===== config.mk =====
export PLATFORM = sky130hd
export DESIGN_NAME = radix_number_to_ascii
export DESIGN_NICKNAME = d
export VERILOG_FILES = /design/src/hdl/rna_pkg.sv /design/src/hdl/rna_digits.sv /design/src/hdl/radix_number_to_ascii.sv
export VERILOG_INCLUDE_DIRS = /design/src /design/src/hdl
export SDC_FILE = /design/constraint.sdc
export NUM_CORES = 1
export LEC_CHECK = 0
export BUFFER_PORTS_ARGS = -buffer_cell sky130_fd_sc_hd__buf_4
export CORE_UTILIZATION = 45
export DETAILED_ROUTE_END_ITERATION = 8
export RECOVER_POWER = 100
export SYNTH_ARGS = -nofsm -noshare
export SYNTH_HDL_FRONTEND = slang
export SYNTH_SLANG_ARGS = --single-unit

===== constraint.sdc =====
create_clock -name i_clk -period 8.4 [get_ports i_clk]
set_input_delay 1.26 -clock i_clk [delete_from_list [all_inputs] [get_ports i_clk]]
set_output_delay 1.26 -clock i_clk [all_outputs]
set_load 0.1 [all_outputs]

===== src/hdl/radix_number_to_ascii_defines.svh =====
// Assertion macros of the radix number to ASCII RTL.
// Included by radix_number_to_ascii, the module that carries assertions; depends on nothing else.
`ifndef RADIX_NUMBER_TO_ASCII_DEFINES_SVH
`define RADIX_NUMBER_TO_ASCII_DEFINES_SVH
`ifndef SYNTH
// Same-cycle implication, disabled while reset is held.
`define RNA_ASSERT_IMPL(lbl, clk, rstn, ante, cons) \
    lbl: assert property (@(posedge clk) disable iff (!rstn) (ante) |-> (cons)) \
        else $error("rna assertion failed");
// Next-cycle implication, disabled while reset is held.
`define RNA_ASSERT_NEXT(lbl, clk, rstn, ante, cons) \
    lbl: assert property (@(posedge clk) disable iff (!rstn) (ante) |=> (cons)) \
        else $error("rna assertion failed");
`else
`define RNA_ASSERT_IMPL(lbl, clk, rstn, ante, cons)
`define RNA_ASSERT_NEXT(lbl, clk, rstn, ante, cons)
`endif
`endif


===== src/hdl/rna_pkg.sv =====
// Shared constants, types and functions of the radix number to ASCII block.
// Used by rna_digits and radix_number_to_ascii; depends on nothing.
package rna_pkg;

    // Digit store geometry: 22 slots cover the longest (octal) 64-bit value.
    localparam int DIGIT_SLOTS = 22;
    localparam int DIG_W       = 4;
    localparam int STORE_W     = DIGIT_SLOTS * DIG_W;
    localparam int VALUE_W     = 64;
    localparam int POS_W       = 6;
    localparam int DEF_MAX_PAD = 48;

    // Shift-and-add-3 runs two value bits per cycle.
    localparam int DD_STEPS = VALUE_W / 2;
    localparam int DD_CNT_W = $clog2(DD_STEPS);

    // Radix modes.
    localparam logic [1:0] MODE_OCT   = 2'd0;
    localparam logic [1:0] MODE_DEC   = 2'd1;
    localparam logic [1:0] MODE_HEX   = 2'd2;
    localparam logic [1:0] MODE_HEX0X = 2'd3;

    // Character constants.
    localparam logic [7:0] CH_ZERO    = 8'h30;
    localparam logic [7:0] CH_X       = 8'h78;
    localparam logic [7:0] HEX_OFFSET = 8'h57;   // 'a' minus ten
    localparam logic [3:0] DIG_TEN    = 4'ha;

    typedef logic [STORE_W-1:0] t_store;

    // Commands from the sequencer to the digit unit.
    typedef struct packed {
        logic start;
        logic pop;
    } t_dig_cmd;

    // Status from the digit unit to the sequencer.
    typedef struct packed {
        logic             busy;
        logic [DIG_W-1:0] top;
    } t_dig_stat;

    // ASCII code of one digit, lowercase above nine.
    function automatic logic [7:0] digit_char(input logic [DIG_W-1:0] d);
        logic [7:0] d8;
        d8 = {4'd0, d};
        if (d < DIG_TEN) begin
            return CH_ZERO + d8;
        end
        return d8 + HEX_OFFSET;
    endfunction

    // One shift-and-add-3 step: correct every BCD digit, then shift a bit in.
    function automatic t_store dd_step(input t_store bcd, input logic b);
        t_store           adj;
        logic [DIG_W-1:0] d;
        for (int j = 0; j < DIGIT_SLOTS; j++) begin
            d = bcd[j*DIG_W +: DIG_W];
            adj[j*DIG_W +: DIG_W] = (d >= 4'd5) ? d + 4'd3 : d;
        end
        return {adj[STORE_W-2:0], b};
    endfunction

endpackage


===== src/hdl/rna_digits.sv =====
// Digit unit: splits a 64-bit value into radix digits and holds them for output.
// Decimal goes through a shift-and-add-3 stage; depends on rna_pkg.
module rna_digits (
    input  logic                        i_clk,
    input  logic                        i_rst_n,
    input  rna_pkg::t_dig_cmd           i_cmd,
    input  logic [rna_pkg::VALUE_W-1:0] i_value,
    input  logic [1:0]                  i_mode,
    output rna_pkg::t_dig_stat          o_stat
);

    logic                         r_busy;
    logic [rna_pkg::DD_CNT_W-1:0] r_cnt;
    logic [rna_pkg::VALUE_W-1:0]  r_bin;
    rna_pkg::t_store              r_bcd;
    rna_pkg::t_store              w_direct;
    logic [rna_pkg::VALUE_W+1:0]  w_ext;

    // Octal and hex digits are plain slices of the value.
    always_comb begin
        w_ext    = {2'b00, i_value};
        w_direct = '0;
        for (int j = 0; j < rna_pkg::DIGIT_SLOTS; j++) begin
            if (i_mode == rna_pkg::MODE_OCT) begin
                w_direct[j*rna_pkg::DIG_W +: rna_pkg::DIG_W] = {1'b0, w_ext[3*j +: 3]};
            end else if (j < rna_pkg::VALUE_W / rna_pkg::DIG_W) begin
                w_direct[j*rna_pkg::DIG_W +: rna_pkg::DIG_W] = w_ext[4*j +: 4];
            end
        end
    end

    // Control: the decimal conversion counts down its steps.
    always_ff @(posedge i_clk) begin
        if (!i_rst_n) begin
            r_busy <= 1'b0;
        end else if (i_cmd.start) begin
            r_busy <= (i_mode == rna_pkg::MODE_DEC);
        end else if (r_busy && r_cnt == '0) begin
            r_busy <= 1'b0;
        end
    end

    // Datapath: load, two shift-and-add-3 steps per cycle, or pop the top digit.
    always_ff @(posedge i_clk) begin
        if (i_cmd.start) begin
            r_bin <= i_value;
            r_cnt <= rna_pkg::DD_CNT_W'(rna_pkg::DD_STEPS - 1);
            r_bcd <= (i_mode == rna_pkg::MODE_DEC) ? '0 : w_direct;
        end else if (r_busy) begin
            r_bin <= {r_bin[rna_pkg::VALUE_W-3:0], 2'b00};
            r_cnt <= r_cnt - 1'b1;
            r_bcd <= rna_pkg::dd_step(rna_pkg::dd_step(r_bcd, r_bin[rna_pkg::VALUE_W-1]),
                                      r_bin[rna_pkg::VALUE_W-2]);
        end else if (i_cmd.pop) begin
            r_bcd <= {r_bcd[rna_pkg::STORE_W-rna_pkg::DIG_W-1:0], {rna_pkg::DIG_W{1'b0}}};
        end
    end

    assign o_stat.busy = r_busy;
    assign o_stat.top  = r_bcd[rna_pkg::STORE_W-1 -: rna_pkg::DIG_W];

endmodule


===== src/hdl/radix_number_to_ascii.sv =====
// Channel  Dir  Beat contents
// s        in   tdata = value[63:0], mode[65:64], pad_width[71:66]
// m        out  tdata = ch[7:0]; tlast = last character of the number
//
// Each number goes through a setup step (octal, hex) or the decimal conversion in the
// shift-and-add-3 stage at two bits a cycle, then skips leading zero slots, then
// emits one character per cycle while m is not stalled.
// Reset is synchronous and active low; it clears the sequencer and the output valid.
// A stall on m holds the character in the output register and the sequencer before its next load.
// s is ready only while no number is in progress.
// Top level of the radix number to ASCII block; depends on rna_pkg, rna_digits
// and radix_number_to_ascii_defines.svh.
`include "radix_number_to_ascii_defines.svh"
module radix_number_to_ascii #(
    parameter int MAX_PAD = rna_pkg::DEF_MAX_PAD
) (
    input  logic        i_clk,
    input  logic        i_rst_n,
    input  logic        i_s_tvalid,
    output logic        o_s_tready,
    input  logic [71:0] i_s_tdata,    // value[63:0], mode[65:64], pad_width[71:66]
    output logic        o_m_tvalid,
    input  logic        i_m_tready,
    output logic [7:0]  o_m_tdata,    // ch[7:0]
    output logic        o_m_tlast
);

    localparam logic [2:0] S_IDLE = 3'd0;
    localparam logic [2:0] S_CONV = 3'd1;
    localparam logic [2:0] S_PRE0 = 3'd2;
    localparam logic [2:0] S_PREX = 3'd3;
    localparam logic [2:0] S_EMIT = 3'd4;

    localparam logic [rna_pkg::POS_W-1:0] MAX_PAD_V = rna_pkg::POS_W'(MAX_PAD);
    localparam logic [rna_pkg::POS_W-1:0] SLOTS_V   = rna_pkg::POS_W'(rna_pkg::DIGIT_SLOTS);

    logic [2:0]                r_state;
    logic [1:0]                r_mode;
    logic [rna_pkg::POS_W-1:0] r_pad;
    logic [rna_pkg::POS_W-1:0] r_pos;
    logic                      r_lead;
    logic                      r_ovalid;
    logic [7:0]                r_ch;
    logic                      r_last;

    logic                      w_accept;
    logic [1:0]                w_mode;
    logic [rna_pkg::POS_W-1:0] w_pad_in;
    logic [rna_pkg::POS_W-1:0] w_pad_sat;
    logic                      w_slot;
    logic                      w_high;
    logic                      w_skip;
    logic                      w_load;
    logic [7:0]                w_ch;
    logic                      w_last;
    rna_pkg::t_dig_cmd         w_cmd;
    rna_pkg::t_dig_stat        w_stat;

    // Input beat fields and pad saturation.
    assign w_accept  = i_s_tvalid && o_s_tready;
    assign w_mode    = i_s_tdata[65:64];
    assign w_pad_in  = i_s_tdata[71:66];
    assign w_pad_sat = (w_pad_in > MAX_PAD_V) ? MAX_PAD_V : w_pad_in;

    assign o_s_tready = (r_state == S_IDLE);
    assign w_slot     = !r_ovalid || i_m_tready;

    // Character selection for the current step.
    always_comb begin
        w_high = (r_pos >= SLOTS_V);
        w_skip = 1'b0;
        w_load = 1'b0;
        w_ch   = rna_pkg::CH_ZERO;
        w_last = 1'b0;
        case (r_state)
            S_PRE0: begin
                w_load = w_slot;
            end
            S_PREX: begin
                w_load = w_slot;
                w_ch   = rna_pkg::CH_X;
            end
            S_EMIT: begin
                // Leading zero slots beyond the pad width are dropped, but never the last one.
                w_skip = r_lead && !w_high && (r_pos >= r_pad) && (w_stat.top == '0)
                         && (r_pos != '0);
                w_load = !w_skip && w_slot;
                w_ch   = w_high ? rna_pkg::CH_ZERO : rna_pkg::digit_char(w_stat.top);
                w_last = (r_pos == '0);
            end
            default: begin
                w_load = 1'b0;
            end
        endcase
    end

    assign w_cmd.start = w_accept;
    assign w_cmd.pop   = (r_state == S_EMIT) && !w_high && (w_skip || w_load);

    rna_digits u_digits (
        .i_clk   (i_clk),
        .i_rst_n (i_rst_n),
        .i_cmd   (w_cmd),
        .i_value (i_s_tdata[rna_pkg::VALUE_W-1:0]),
        .i_mode  (w_mode),
        .o_stat  (w_stat)
    );

    // Sequencer state.
    always_ff @(posedge i_clk) begin
        if (!i_rst_n) begin
            r_state <= S_IDLE;
        end else begin
            case (r_state)
                S_IDLE: begin
                    if (w_accept) begin
                        r_state <= S_CONV;
                    end
                end
                S_CONV: begin
                    if (!w_stat.busy) begin
                        r_state <= (r_mode == rna_pkg::MODE_HEX0X) ? S_PRE0 : S_EMIT;
                    end
                end
                S_PRE0: begin
                    if (w_load) begin
                        r_state <= S_PREX;
                    end
                end
                S_PREX: begin
                    if (w_load) begin
                        r_state <= S_EMIT;
                    end
                end
                S_EMIT: begin
                    if (w_load && w_last) begin
                        r_state <= S_IDLE;
                    end
                end
                default: begin
                    r_state <= S_IDLE;
                end
            endcase
        end
    end

    // Per-number context: mode, pad and the position being printed.
    always_ff @(posedge i_clk) begin
        if (w_accept) begin
            r_mode <= w_mode;
            r_pad  <= w_pad_sat;
            r_pos  <= (w_pad_sat > SLOTS_V) ? w_pad_sat - 1'b1 : SLOTS_V - 1'b1;
            r_lead <= 1'b1;
        end else if (r_state == S_EMIT && (w_skip || w_load)) begin
            r_pos <= r_pos - 1'b1;
            if (w_load) begin
                r_lead <= 1'b0;
            end
        end
    end

    // Output register.
    always_ff @(posedge i_clk) begin
        if (!i_rst_n) begin
            r_ovalid <= 1'b0;
        end else if (w_load) begin
            r_ovalid <= 1'b1;
        end else if (i_m_tready) begin
            r_ovalid <= 1'b0;
        end
    end

    always_ff @(posedge i_clk) begin
        if (w_load) begin
            r_ch   <= w_ch;
            r_last <= w_last;
        end
    end

    assign o_m_tvalid = r_ovalid;
    assign o_m_tdata  = r_ch;
    assign o_m_tlast  = r_last;

    // No character leaves while the decimal conversion is still running.
    `RNA_ASSERT_IMPL(a_no_load_busy, i_clk, i_rst_n, w_stat.busy, !w_load)
    // An accepted number always starts with the conversion step.
    `RNA_ASSERT_NEXT(a_accept_conv, i_clk, i_rst_n, w_accept, r_state == S_CONV)
    // The final character ends the number and frees the input side.
    `RNA_ASSERT_NEXT(a_last_idle, i_clk, i_rst_n, w_load && w_last, r_state == S_IDLE)
    // A skip never happens once the first digit has gone out.
    `RNA_ASSERT_IMPL(a_skip_lead, i_clk, i_rst_n, w_skip, r_lead && !w_high)

endmodule

# [Word-level counts from Yosys, hierarchy flattened]
# Index checks and enable logic that the tools add are counted.
[word_totals] input_bits=76 ff_bits=186 out_inout_bits=11 elab_cells=247
[classes] reduce_logical=30 eq_ne=11 n_addsub=49 mux=96 order_cmp=49
[op_table] operator="88-bit two-way mux" count=3
[op_table] operator="4-bit two-way mux" count=58
[op_table] operator="4-bit by 3-bit >= comparator with 1-bit output, second input constant" count=44
[op_table] operator="4-bit by 2-bit adder with 4-bit output, second input constant" count=42
[op_table] operator="64-bit two-way mux" count=2
[op_table] operator="85-bit two-way mux" count=1
[op_table] operator="3-bit two-way mux" count=13
[op_table] operator="6-bit two-way mux" count=4
[op_table] operator="8-bit two-way mux" count=3
[op_table] operator="8-bit one-hot mux with 2 select lines" count=1
[op_table] operator="3-bit one-hot mux with 5 select lines" count=1
[op_table] operator="6-bit by 1-bit subtractor with 6-bit output, second input constant" count=2
[op_table] operator="1-bit logical AND" count=11
[op_table] operator="1-bit two-way mux" count=9
[op_table] operator="4-bit by 7-bit adder with 8-bit output, second input constant" count=1
[op_table] operator="2-bit nonzero test" count=4
[op_table] operator="6-bit by 4-bit adder with 7-bit output, first input constant" count=1
[op_table] operator="3-bit by 2-bit adder with 3-bit output, second input constant" count=2
[op_table] operator="3-bit by 2-bit equality test with 1-bit output, second input constant" count=2
[op_table] operator="6-bit by 5-bit >= comparator with 1-bit output, second input constant" count=1
[op_table] operator="6-bit >= comparator" count=1
[op_table] operator="6-bit by 5-bit greater-than comparator with 1-bit output, second input constant" count=1
[op_table] operator="6-bit greater-than comparator, second input constant" count=1
[op_table] operator="6-bit logical NOT" count=1
[op_table] operator="other kinds (20)" count=26

# [Logic depth before layout (Yosys ltp)]
# Gate-level depths: netlist (run 1).
[logic_depth] ltp_word=14 ltp_mapped=12 mapped_depth_nobuf=12

# [By module]
# A second synthesis (run 1) with hierarchy kept.
[hier_totals] cells_unflattened=1264 area_unflattened_um2=12553.3
[modules_own_cells] mod="rna_digits" seq_area_each_um2=4684.5 area_each_um2=10973.0 instances=1 cells_per_inst=1099
[modules_own_cells] mod="radix_number_to_ascii" seq_area_each_um2=760.7 area_each_um2=1580.3 instances=1 cells_per_inst=165

# [Least setup slack after synthesis (run 1)]
# Ideal clock, no wire load.
[synth_path] kind="register to register" from="register r_pos[1] in the netlist's numbering" to="register u_digits.r_bcd[0], enable pin" synth_period_minus_slack_ns=8.293 path_slack_ns=0.107 arrival_time_ns=7.637 setup_time_ns=0.656 n_path_buf=0 t_required_ns=7.744 path_stages_with_launch=8 path_cell_list="edfxtp_1 > inv_1 > ha_1 > nor2b_1 > a2111oi_0 > and2_1 > nand2_1 > o21ai_0"
[synth_via] elab_chain_cells=12 elab_cells_between_ends=16 classes_between="2 x order compare; 2 x mux; 12 x reduce/logical"
[synth_rtl] element="start: declaration" line_no="radix_number_to_ascii.sv:40" rtl="logic [rna_pkg::POS_W-1:0] r_pos;"
[synth_rtl] element="start signal: assignment" line_no="radix_number_to_ascii.sv:152" rtl="r_pos <= (w_pad_sat > SLOTS_V) ? w_pad_sat - 1'b1 : SLOTS_V - 1'b1;"
[synth_rtl] element="start signal: assignment" line_no="radix_number_to_ascii.sv:155" rtl="r_pos <= r_pos - 1'b1;"
[synth_rtl] element="6-bit by 5-bit >= comparator with 1-bit output" line_no="radix_number_to_ascii.sv:70" rtl="w_high = (r_pos >= SLOTS_V);"
[synth_rtl] element="1-bit logical NOT" line_no="radix_number_to_ascii.sv:85, radix_number_to_ascii.sv:98"
[synth_rtl] element="1-bit logical AND (3 in series)" line_no="radix_number_to_ascii.sv:85" rtl="w_skip = r_lead && !w_high && (r_pos >= r_pad) && (w_stat.top == '0)"
[synth_rtl] element="1-bit logical AND" line_no="radix_number_to_ascii.sv:86" rtl="&& (r_pos != '0);"
[synth_rtl] element="1-bit logical NOT" line_no="radix_number_to_ascii.sv:87" rtl="w_load = !w_skip && w_slot;"
[synth_rtl] element="1-bit logical AND" line_no="radix_number_to_ascii.sv:87"
[synth_rtl] element="1-bit one-hot mux with 2 select lines" line_no="radix_number_to_ascii.sv:75" rtl="case (r_state)"
[synth_rtl] element="1-bit logical OR" line_no="radix_number_to_ascii.sv:98" rtl="assign w_cmd.pop = (r_state == S_EMIT) && !w_high && (w_skip || w_load);"
[synth_rtl] element="1-bit logical AND (*)" line_no="radix_number_to_ascii.sv:98"
[synth_rtl] element="3-bit nonzero test (no line) (*)"
[synth_rtl] element="end signal: assignment" line_no="rna_digits.sv:48" rtl="r_bcd <= (i_mode == rna_pkg::MODE_DEC) ? '0 : w_direct;"
[synth_rtl] element="end signal: assignment" line_no="rna_digits.sv:52" rtl="r_bcd <= rna_pkg::dd_step(rna_pkg::dd_step(r_bcd, r_bin[rna_pkg::VALUE_W-1]),"
[synth_rtl] element="end signal: assignment" line_no="rna_digits.sv:55" rtl="r_bcd <= {r_bcd[rna_pkg::STORE_W-rna_pkg::DIG_W-1:0], {rna_pkg::DIG_W{1'b0}}};"
[synth_rtl] element="end: declaration" line_no="rna_digits.sv:15" rtl="rna_pkg::t_store r_bcd;"
# Every way passes the cells marked *; elsewhere a longest branch is shown, timed or not.
# A chain may end at the register's enable or synchronous reset.

# [Final worst setup path (run 1)]
[layout_path] from="input port i_s_tvalid" to="register u_digits.r_bcd[77], enable pin"
[layout_via] elab_chain_cells=2
[layout_rtl] element="start: declaration" line_no="radix_number_to_ascii.sv:19" rtl="input logic i_s_tvalid,"
[layout_rtl] element="1-bit logical AND" line_no="radix_number_to_ascii.sv:60" rtl="assign w_accept = i_s_tvalid && o_s_tready;"
[layout_rtl] element="3-bit nonzero test (no line)"
# No other way between the ends.

==> results of run 1 <==
cells by family after synthesis:
| logic type | Yosys count | share of synthesized area, % |
|---|---|---|
| buffers and inverters | 205 | 5.91 |
| AO/OA/AOI/OAI | 471 | 22.2 |
| flip-flops | 185 | 37.6 |
| AND/OR/NAND/NOR | 716 | 22.9 |
| other | 2 | 0.0519 |
| XOR/XNOR | 16 | 0.969 |
| multiplexers | 21 | 1.46 |
| adder cells (fa/ha/maj) | 102 | 8.82 |
area by class of cell:
cell class,count,area [um^2]
sequential,185,5450
timing repair buffer,95,646
inverter,108,407
clock inverter,15,155
tap,402,503
clock buffer,17,425
multi-input combinational,1328,8190
fill,3109,15800
worst max-delay path: cells and delay by family:
family | cells | cell delay (ns)
compound gates | 2 | 0.42
buf+inv | 3 | 1.35
simple gates | 2 | 2.94
layer usage:
layer / vias up / share of wire [%] / GRT usage (%) / routed length [um]
li1: 6279 / - / - / -
met1: 6220 / 46 / 32.6 / 18200
met2: 371 / 46 / 39.6 / 18200
met3: 57 / 5.2 / 3.23 / 2050
met4: 0 / 2.3 / 7.86 / 887
met5: - / 0 / 0 / 0
synthesized netlist by cell type, drive strengths merged (29+ instances only):
master,n,share of area (%)
a31oi,50,2.2
nand3,54,1.9
o21ai,110,3.8
clkbuf,53,1.4
buf,44,1.7
o31ai,29,1.5
or3,42,1.8
ha,102,8.8
a211oi,57,3.0
or2,30,1.3
edfxtp,174,36
inv,107,2.8
a21oi,79,2.7
nor2,109,2.8
nand2,343,9.0
worst min path at each step:
stage | start | endpoint | slack, ns | cells past startpoint
6_report | r_lead | r_lead | 0.49 | 2
5_1_grt | r_lead | r_lead | 0.52 | 2
4_1_cts | r_lead | r_lead | 0.50 | 2
3_5_place_dp | r_lead | r_lead | 0.48 | 2
3_3_place_gp | r_lead | r_lead | 0.48 | 2
2_1_floorplan | r_lead | r_lead | 0.47 | 2
stage by stage:
| step | setup slack (ns) | area [um^2] |
|---|---|---|
| 5_1_grt | 1.84 | 15800 |
| 2_1_floorplan | 0.107 | 14500 |
| 6_report | 2.45 | 15800 |
| 3_3_place_gp | 3.49 | 15300 |
| 4_1_cts | 3.89 | 15800 |
| 3_5_place_dp | 3.43 | 15300 |
sequential cells by signal (all words and copies together), names as in the netlist, 2 cells and up:
| signal | flops |
|---|---|
| o_m_tdata | 7 |
| r_mode | 2 |
| r_pad | 6 |
| r_pos | 6 |
| r_state | 3 |
| u_digits.r_bcd | 88 |
| u_digits.r_bin | 64 |
| u_digits.r_cnt | 5 |
where the power goes:
group          internal, uW  switching, uW  total (uW)
logic                  1540           2450        3990
registers              1650            489        2140
clock network           423            409         831
==> out/qor.csv, run 1 <==
metric,value,unit
violations,"max-capacitance violations, max-slew violations",
final_cell_mix,"342 x nand2_1, 174 x edfxtp_1, 109 x o21ai_0",
drtPass1Iterations,5,
cts-root-buf,clkbuf_16,
insertion_delay,0.44,ns
synth_cells,1718,
drive_above_1_share,9.04,%
synth.distinct_cells,62,
cts_buffers,17,
startpoint,i_s_tvalid,
antennaDiodeCount,0,
leakage,0.00649,uW
drt_iter0_markers,1068,
gr-total-overflow,0,
cp_max_fo,65,
path_cells,"clkbuf_1, or4b_4, nand2_1, a21oi_1, o21ai_4, buf_4, buf_4",
ys_seq_area_share,37.6,%
grt_pass1_vias,12268,
skew,0.0124,ns
cp-endpoint,u_digits.r_bcd[77],
cp.required,8.47,ns
outcome,finished with violations,
htreeDepth,4,
cts.path.max_buffers,2,
start_util,45.8,%
layoutNonFillerInstCount,2150,
worst_pin_slew,3.77,ns
wirelength,39.3,mm
max_freq,168,MHz
rsz0062_at_grt,no,
grt_max_degree,66,
synth_edf_count,174,
period_share,70.8,%
r2r-end,u_digits.r_bcd[77],
drc_errors,0,
nNetsFinal,1913,
cp_slowest_cell,nand2_1,
via_count,12927,
core,31600,um^2
numPlacedInstances,2118,
drv_slew,365,
dieHeight,181,um
fin_util,50.0,%
syn_to_final_growth,9.04,%
r2r_cells,6,
synth_area_per_cell,8.42,um^2
cts_tree,built,
hp-class,reg2reg,
grt_usage,24.1,%
finalHoldViolations,0,
ir_drop,187,uV
place_hpwl,26.3,mm
worst_path_largest_cell_delay,2.13,ns
io_buffers,85,
drv_cap,6,
die-area,32900,um^2
slew_headroom,-151,%
die_w,181,um
gp_congestion,0.852,
crit_path_end_kind,flip-flop,
cts-resized-gates,0,
power.density,442,nW/um^2
totalPowerFinal,6970,uW
postRouteAntennaNets,0,
syn-num-nets,1896,
ys_ff_latch,185,
grt_pass1_wl,63.6,mm
ioPinCount,87,
final-setup-viol-count,0,
reg2reg_slack,2.93,ns
final_common_cell,nand2_1,
fin_crit,5.95,ns
post_cts_buffers,0,
cp_common_cell,buf_4,
holdBufCountCts,0,
cts.sinks,185,
arrival,6.02,ns
whs,0.495,ns
setup-tns-final,0,ns
netlist_area,14500,um^2
ys_async_sr_fraction,0,%
cts.clk_slew.worst_paths,0.08,ns
wl_per_cell,18.3,um
viasPerCell,6.01,
yosys_warnings,0,
cp-start-kind,input pin,
synth_ff_type,edfxtp_1,
antenna_found_initial,0,
path_class,in2reg,
rows,65,
r2r_start,r_state[0],
Note: power is estimated with default switching activity, not from simulation.
==> run 2: changes to the inputs <==
==> constraint.sdc (replaced) <==
create_clock -name i_clk -period 5.2 [get_ports i_clk]
set_input_delay 0.78 -clock i_clk [delete_from_list [all_inputs] [get_ports i_clk]]
set_output_delay 0.78 -clock i_clk [all_outputs]
set_load 0.1 [all_outputs]
==> run 2 against run 1 <==
  * The run still ends with max-capacitance violations, max-slew violations left
  * Clock skew rose by 0.0021 ns
  * Wire length barely moved
  * Global-route usage rose by 0.27 points
==> out/qor.csv, run 2 (synthesis gave the netlist of run 1 again) <==
metric,value,unit,change
outcome,finished with violations,,
violations,"max-capacitance violations, max-slew violations",,
ioPinCount,87,,unchanged
layoutNonFillerInstCount,2150,,unchanged
grt_max_degree,90,,+36%
place_hpwl,26.0,mm,-1.2%
power_frac_clock,12.3,%,+0.4 points
numPlacedInstances,2118,,unchanged
gr-total-overflow,0,,unchanged
final-setup-viol-count,0,,unchanged
gp_congestion,0.840,,-1.4%
cp_slowest_cell,clkbuf_2,,
final_common_cell,nand2_1,,
cp-start-kind,flip-flop,,
grt_pass1_wl,63.9,mm,+0.46%
final_cell_mix,"341 x nand2_1, 174 x edfxtp_1, 109 x o21ai_0",,
path_buf_inv,1,,-2
antenna_found_initial,0,,unchanged
cp_top_family,simple AND/OR/NAND/NOR gates,,
io_buffers,85,,unchanged
p_switching,5390,uW,+61%
worst_pin_slew,1.91,ns,-1.86 ns
finalHoldViolations,0,,unchanged
largest_register_ffs,88,,unchanged
top_register,u_digits.r_bcd,,
cts.sinks,185,,unchanged
p_sw_share,47.8,%,-0.31 points
dieHeight,181,um,unchanged
path_class,reg2reg,,
rsz0062_at_grt,no,,
insertion_delay,0.46,ns,+0.02 ns
multi_input_area,8190,um^2,about the same
path_cells,"or4b_1, clkbuf_2, nand2_4, or3b_2, nand3_1",,
arrival,4.43,ns,-1.59 ns
fin_util,50.1,%,+0.13 points
max_freq,244,MHz,
die-area,32900,um^2,unchanged
cts-resized-gates,0,,unchanged
hp-start,r_lead,,
ir_drop,261,uV,+40%
seqCellArea,5450,um^2,about the same
drv_cap,5,,-1
wirelength,39.3,mm,about the same
cts-root-buf,clkbuf_16,,
cts_tree,built,,
cts.clk_slew.worst_paths,0.08,ns,about the same
power.density,712,nW/um^2,+61%
leakage,0.00651,uW,+0.33%
rows,65,,unchanged
fin_crit,4.10,ns,
cp.required,5.53,ns,-2.94 ns
antennaDiodeCount,0,,unchanged
die_w,181,um,unchanged
cts_buffers,17,,unchanged
internal_power,5880,uW,+63%
post_cts_buffers,0,,unchanged
cts.path.max_buffers,2,,unchanged
drv_slew,352,,-3.6%
fillers,3014,,-3.1%
drtPass1Iterations,5,,unchanged
slew_headroom,-27.5,%,+120 points
worst_path_largest_cell_delay,1.32,ns,-0.81 ns
core,31600,um^2,unchanged
wl_per_cell,18.3,um,about the same
startpoint,r_state[0],,
via_count,12817,,-0.85%
setup-tns-final,0,ns,unchanged
syn_to_final_growth,9.33,%,
seqPwrFrac,30.5,%,-0.3 points
grt_usage,24.3,%,+0.27 points
start_util,45.8,%,unchanged
postRouteAntennaNets,0,,unchanged
htreeDepth,4,,unchanged
drive_above_1_share,9.44,%,+0.40 points
skew,0.0144,ns,+0.00205 ns
grt_pass1_vias,12125,,-1.2%
combinationalPowerShare,57.2,%,about the same
hp-class,reg2reg,,
period_share,78.9,%,
viasPerCell,5.96,,-0.85%
holdBufCountCts,0,,unchanged
r2r_start,r_state[0],,
drt_iter0_markers,1078,,+0.94%
crit_path_end_kind,flip-flop,,
drc_errors,0,,unchanged
cp_max_fo,84,,+29%
nNetsFinal,1913,,unchanged
-- run 2: per-layer routing --
metal / track usage [%] / vias up / share of wire [%]
met5: 0 / - / 0
met4: 5.90 / 0 / 1.3
met3: 3.69 / 39 / 5.7
met2: 40.6 / 407 / 48
met1: 33.0 / 6092 / 45
li1: - / 6279 / -
-- run 2: power by group through the flow --
stage                     registers [uW]  logic, uW  clock network [uW]
after floorplan                     3150       5220                   0
after global placement              3440       6260                   0
after detailed placement            3440       6390                   0
after CTS                           3420       6440                1410
after global routing                3550       7360                1460
final                               3440       6440                1380
-- run 2: worst paths after layout --
kind | endpoint | slack, ns | cells past startpoint
setup reg to reg | u_digits.r_bcd[21] | 1.10 | 5
hold reg to reg | r_lead | 0.50 | 2
hold / removal | r_lead | 0.50 | 2
setup / recovery | u_digits.r_bcd[21] | 1.10 | 5
-- run 2: worst register-to-register path, cell delays in order (launching register included) --
cell and delay [ns]:
dfxtp_1 0.50, or4b_1 0.50, clkbuf_2 1.32, nand2_4 0.88, or3b_2 0.68, nand3_1 0.10
-- run 2: through the flow --
step	setup WS (ns)	cell area (um^2)	power [uW]	hold WS (ns)
after CTS	1.87	15900	11300	0.498
after floorplan	0.440	14500	8370	0.466
final	1.10	15800	11300	0.495
after global routing	0.835	15800	12400	0.536
after detailed placement	1.76	15300	9830	0.488
after global placement	1.77	15300	9700	0.488
-- run 2: cell type report --
| cell class | count | area share, % |
|---|---|---|
| clock buffer | 18 | 2.78 |
| clock inverter | 14 | 1.03 |
| inverter | 108 | 2.58 |
| multi-input combinational | 1328 | 51.8 |
| sequential | 185 | 34.4 |
| tap | 402 | 3.18 |
| timing repair buffer | 95 | 4.22 |
==> run 3: changes to the inputs <==
--- a/config.mk
+++ b/config.mk
@@ -6,6 +6,7 @@
 export SDC_FILE = /design/constraint.sdc
 export NUM_CORES = 1
 export LEC_CHECK = 0
+export ABC_AREA = 1
 export BUFFER_PORTS_ARGS = -buffer_cell sky130_fd_sc_hd__buf_4
 export CORE_UTILIZATION = 45
 export DETAILED_ROUTE_END_ITERATION = 8
==> constraint.sdc (replaced) <==
create_clock -name i_clk -period 3.4 [get_ports i_clk]
set_input_delay 0.51 -clock i_clk [delete_from_list [all_inputs] [get_ports i_clk]]
set_output_delay 0.51 -clock i_clk [all_outputs]
set_load 0.1 [all_outputs]
==> run 3 against run 2 <==
  * The flow now finishes without violations
  * Worst hold slack worse by 0.18 ns
  * Flip-flop and latch count is the same
  * Design area decreased by 1.5%
  * Wire length shrank 6.1%
  * Synthesized area down 3.0%
  * Total power increased by 58%
  * Register-to-register slack lost 0.64 ns
  * Core utilization increased by 0.65 points
  * Clock power up 46%
  * Critical path type unchanged
  * Largest power group unchanged
==> out/qor.csv, run 3 <==
metric,value,unit,change
cp_max_fo,46,,-45%
gr-total-overflow,0,,unchanged
arrival,3.03,ns,-1.40 ns
die_w,179,um,-1.5%
fin_crit,2.95,ns,-1.16 ns
cts.clk_slew.worst_paths,0.08,ns,about the same
drc_errors,0,,unchanged
top_register,u_digits.r_bcd,,
wirelength,36.9,mm,-6.1%
synth_most_common_cell,nand2_1,,
ys_async_sr_fraction,0,%,unchanged
hp-class,in2reg,,
synth_common_cells,"587 x nand2_1, 300 x inv_1, 237 x nand3_1, 174 x edfxtp_1, 114 x o21ai_0",,
core,30700,um^2,-2.8%
cp-start-kind,flip-flop,,
antennaDiodeCount,0,,unchanged
final_cell_mix,"587 x nand2_1, 303 x inv_1, 238 x nand3_1",,
gp_congestion,0.863,,+2.7%
yosys-top-cells-area,"edfxtp_1 37%, nand2_1 16%, ha_1 9.1%",,
netlist_area,14000,um^2,-3.0%
setup-tns-final,0,ns,unchanged
worst_pin_slew,1.23,ns,-0.687 ns
synth.distinct_cells,37,,-40%
drive_above_1_share,7.14,%,-2.3 points
synth_ff_type,edfxtp_1,,
final_common_cell,nand2_1,,
cts.sinks,185,,unchanged
slew_headroom,18.2,%,+46 points
postRouteAntennaNets,0,,unchanged
antenna_found_initial,0,,unchanged
syn_to_final_growth,10.9,%,
insertion_delay,0.46,ns,about the same
holdBufCountCts,0,,unchanged
outcome,"finished, final reports clean",,
totalPowerFinal,17800,uW,+58%
drtPass1Iterations,5,,unchanged
dieHeight,179,um,-1.5%
skew,0.0140,ns,-0.000444 ns
grt_pass1_wl,59.3,mm,-7.1%
whs_path_depth,3,,+1
cts.path.max_buffers,2,,unchanged
wl_per_cell,15.4,um,-16%
yosys.area.top_type_share,37.2,%,+1.1 points
finalHoldViolations,0,,unchanged
path_class,reg2reg,,
grt_max_degree,47,,-48%
rows,64,,-1.5%
syn-num-nets,2096,,+11%
largest_register_ffs,88,,unchanged
ys_ff_latch,185,,unchanged
synth_area_per_cell,7.32,um^2,-13%
cts_buffers,17,,unchanged
ir_drop,400,uV,+53%
synth_cells,1918,,+12%
io_buffers,85,,unchanged
yosys.area.top_type,edfxtp_1,,
post_cts_buffers,0,,unchanged
drt_iter0_markers,821,,-24%
htreeDepth,4,,unchanged
crit_path_end_kind,flip-flop,,
cts_tree,built,,
r2r_cells,6,,+1
grt_pass1_vias,11814,,-2.6%
cp.required,3.48,ns,-2.05 ns
power.density,1140,nW/um^2,+60%
grt_usage,24.0,%,-0.29 points
final-setup-viol-count,0,,unchanged
cts-resized-gates,0,,unchanged
nNetsFinal,2168,,+13%
place_hpwl,26.4,mm,+1.7%
period_share,86.7,%,+7.8 points
die-area,31900,um^2,-3.0%
yosys_warnings,0,,unchanged
synth_edf_count,174,,unchanged
rsz0062_at_grt,no,,
max_freq,339,MHz,+39%
cts-root-buf,clkbuf_16,,
drv_slew,0,,-100%
ioPinCount,87,,unchanged
leakage,0.00750,uW,+15%
start_util,45.8,%,-0.084 points
via_count,12726,,-0.71%
ys_seq_area_share,38.8,%,+1.2 points
viasPerCell,5.30,,-11%
drv_cap,0,,-5
-- run 3: changes by cell type after synthesis, moves of 25 or more --
cell,change
a31oi_1,-41
a211oi_1,-56
nand2_1,+245
a21oi_1,-33
inv_1,+193
o21ai_1,+36
clkbuf_1,-33
or3_1,-42
o22ai_1,+25
nor3b_1,-25
nand2b_1,-25
nor2b_1,-25
nand3_1,+183
o31ai_1,-27
-- run 3: final cells by class --
type / count / area [um^2]
Tap cell: 396 / 495
Multi-Input combinational cell: 1378 / 7180
Inverter: 305 / 1140
Sequential cell: 185 / 5450
Fill cell: 3066 / 15100
Clock buffer: 19 / 433
Timing Repair Buffer: 103 / 739
Clock inverter: 13 / 135
-- run 3: logic make-up (layout without fill, tap and decap cells) --
logic type | count (synthesis) | after routing | share of synthesized area (%)
buf+inv | 355 | 440 | 9.89
fa+ha+maj | 102 | 102 | 9.09
other cells | 2 | 2 | 0.0535
xor+xnor | 8 | 8 | 0.499
compound gates | 302 | 302 | 12.4
flops | 185 | 185 | 38.8
simple gates | 964 | 964 | 29.2
-- run 3: final timing paths --
kind | startpoint | end | slack [ns]
setup / recovery | r_state[0] | u_digits.r_bcd[16] | 0.45
hold / removal | i_rst_n | o_m_tvalid | 0.32
setup reg to reg | r_state[0] | u_digits.r_bcd[16] | 0.45
hold reg to reg | r_lead | r_lead | 0.45
-- run 3: layer usage --
metal / wire, um / track usage, % / vias to the layer above
li1: - / - / 6488
met1: 17500 / 32.6 / 5895
met2: 17000 / 39.5 / 293
met3: 1680 / 3.28 / 50
met4: 725 / 7.66 / 0
met5: 0 / 0 / -
-- run 3: stage by stage --
step | instances | area [um^2] | utilization [%] | hold slack [ns] | setup WS [ns]
after floorplan | 1918 | 14000 | - | 0.419 | 0.345
after global placement | 2367 | 15100 | 49.2 | 0.436 | 0.842
after detailed placement | 2367 | 15100 | 49.2 | 0.438 | 0.806
after CTS | 2399 | 15700 | 51.1 | 0.256 | 0.780
after global routing | 2399 | 15600 | 50.8 | 0.309 | 0.240
final | 2399 | 15600 | 50.8 | 0.315 | 0.452
-- run 3: critical path, cell delays in order (launching register included) --
cell and delay, ns:
dfxtp_1 0.35, nor2_1 0.20, nand3_1 0.36, nand2_1 0.47, inv_1 0.16, nand2_4 0.28, clkbuf_4 0.71
-- run 3: where the power goes --
| part | internal [uW] | leakage [uW] | switching (uW) |
|---|---|---|---|
| clock | 1040 | 0.000278 | 975 |
| combinational | 3490 | 0.00546 | 7440 |
| sequential | 4160 | 0.00177 | 663 |
| total | 8690 | 0.00750 | 9070 |
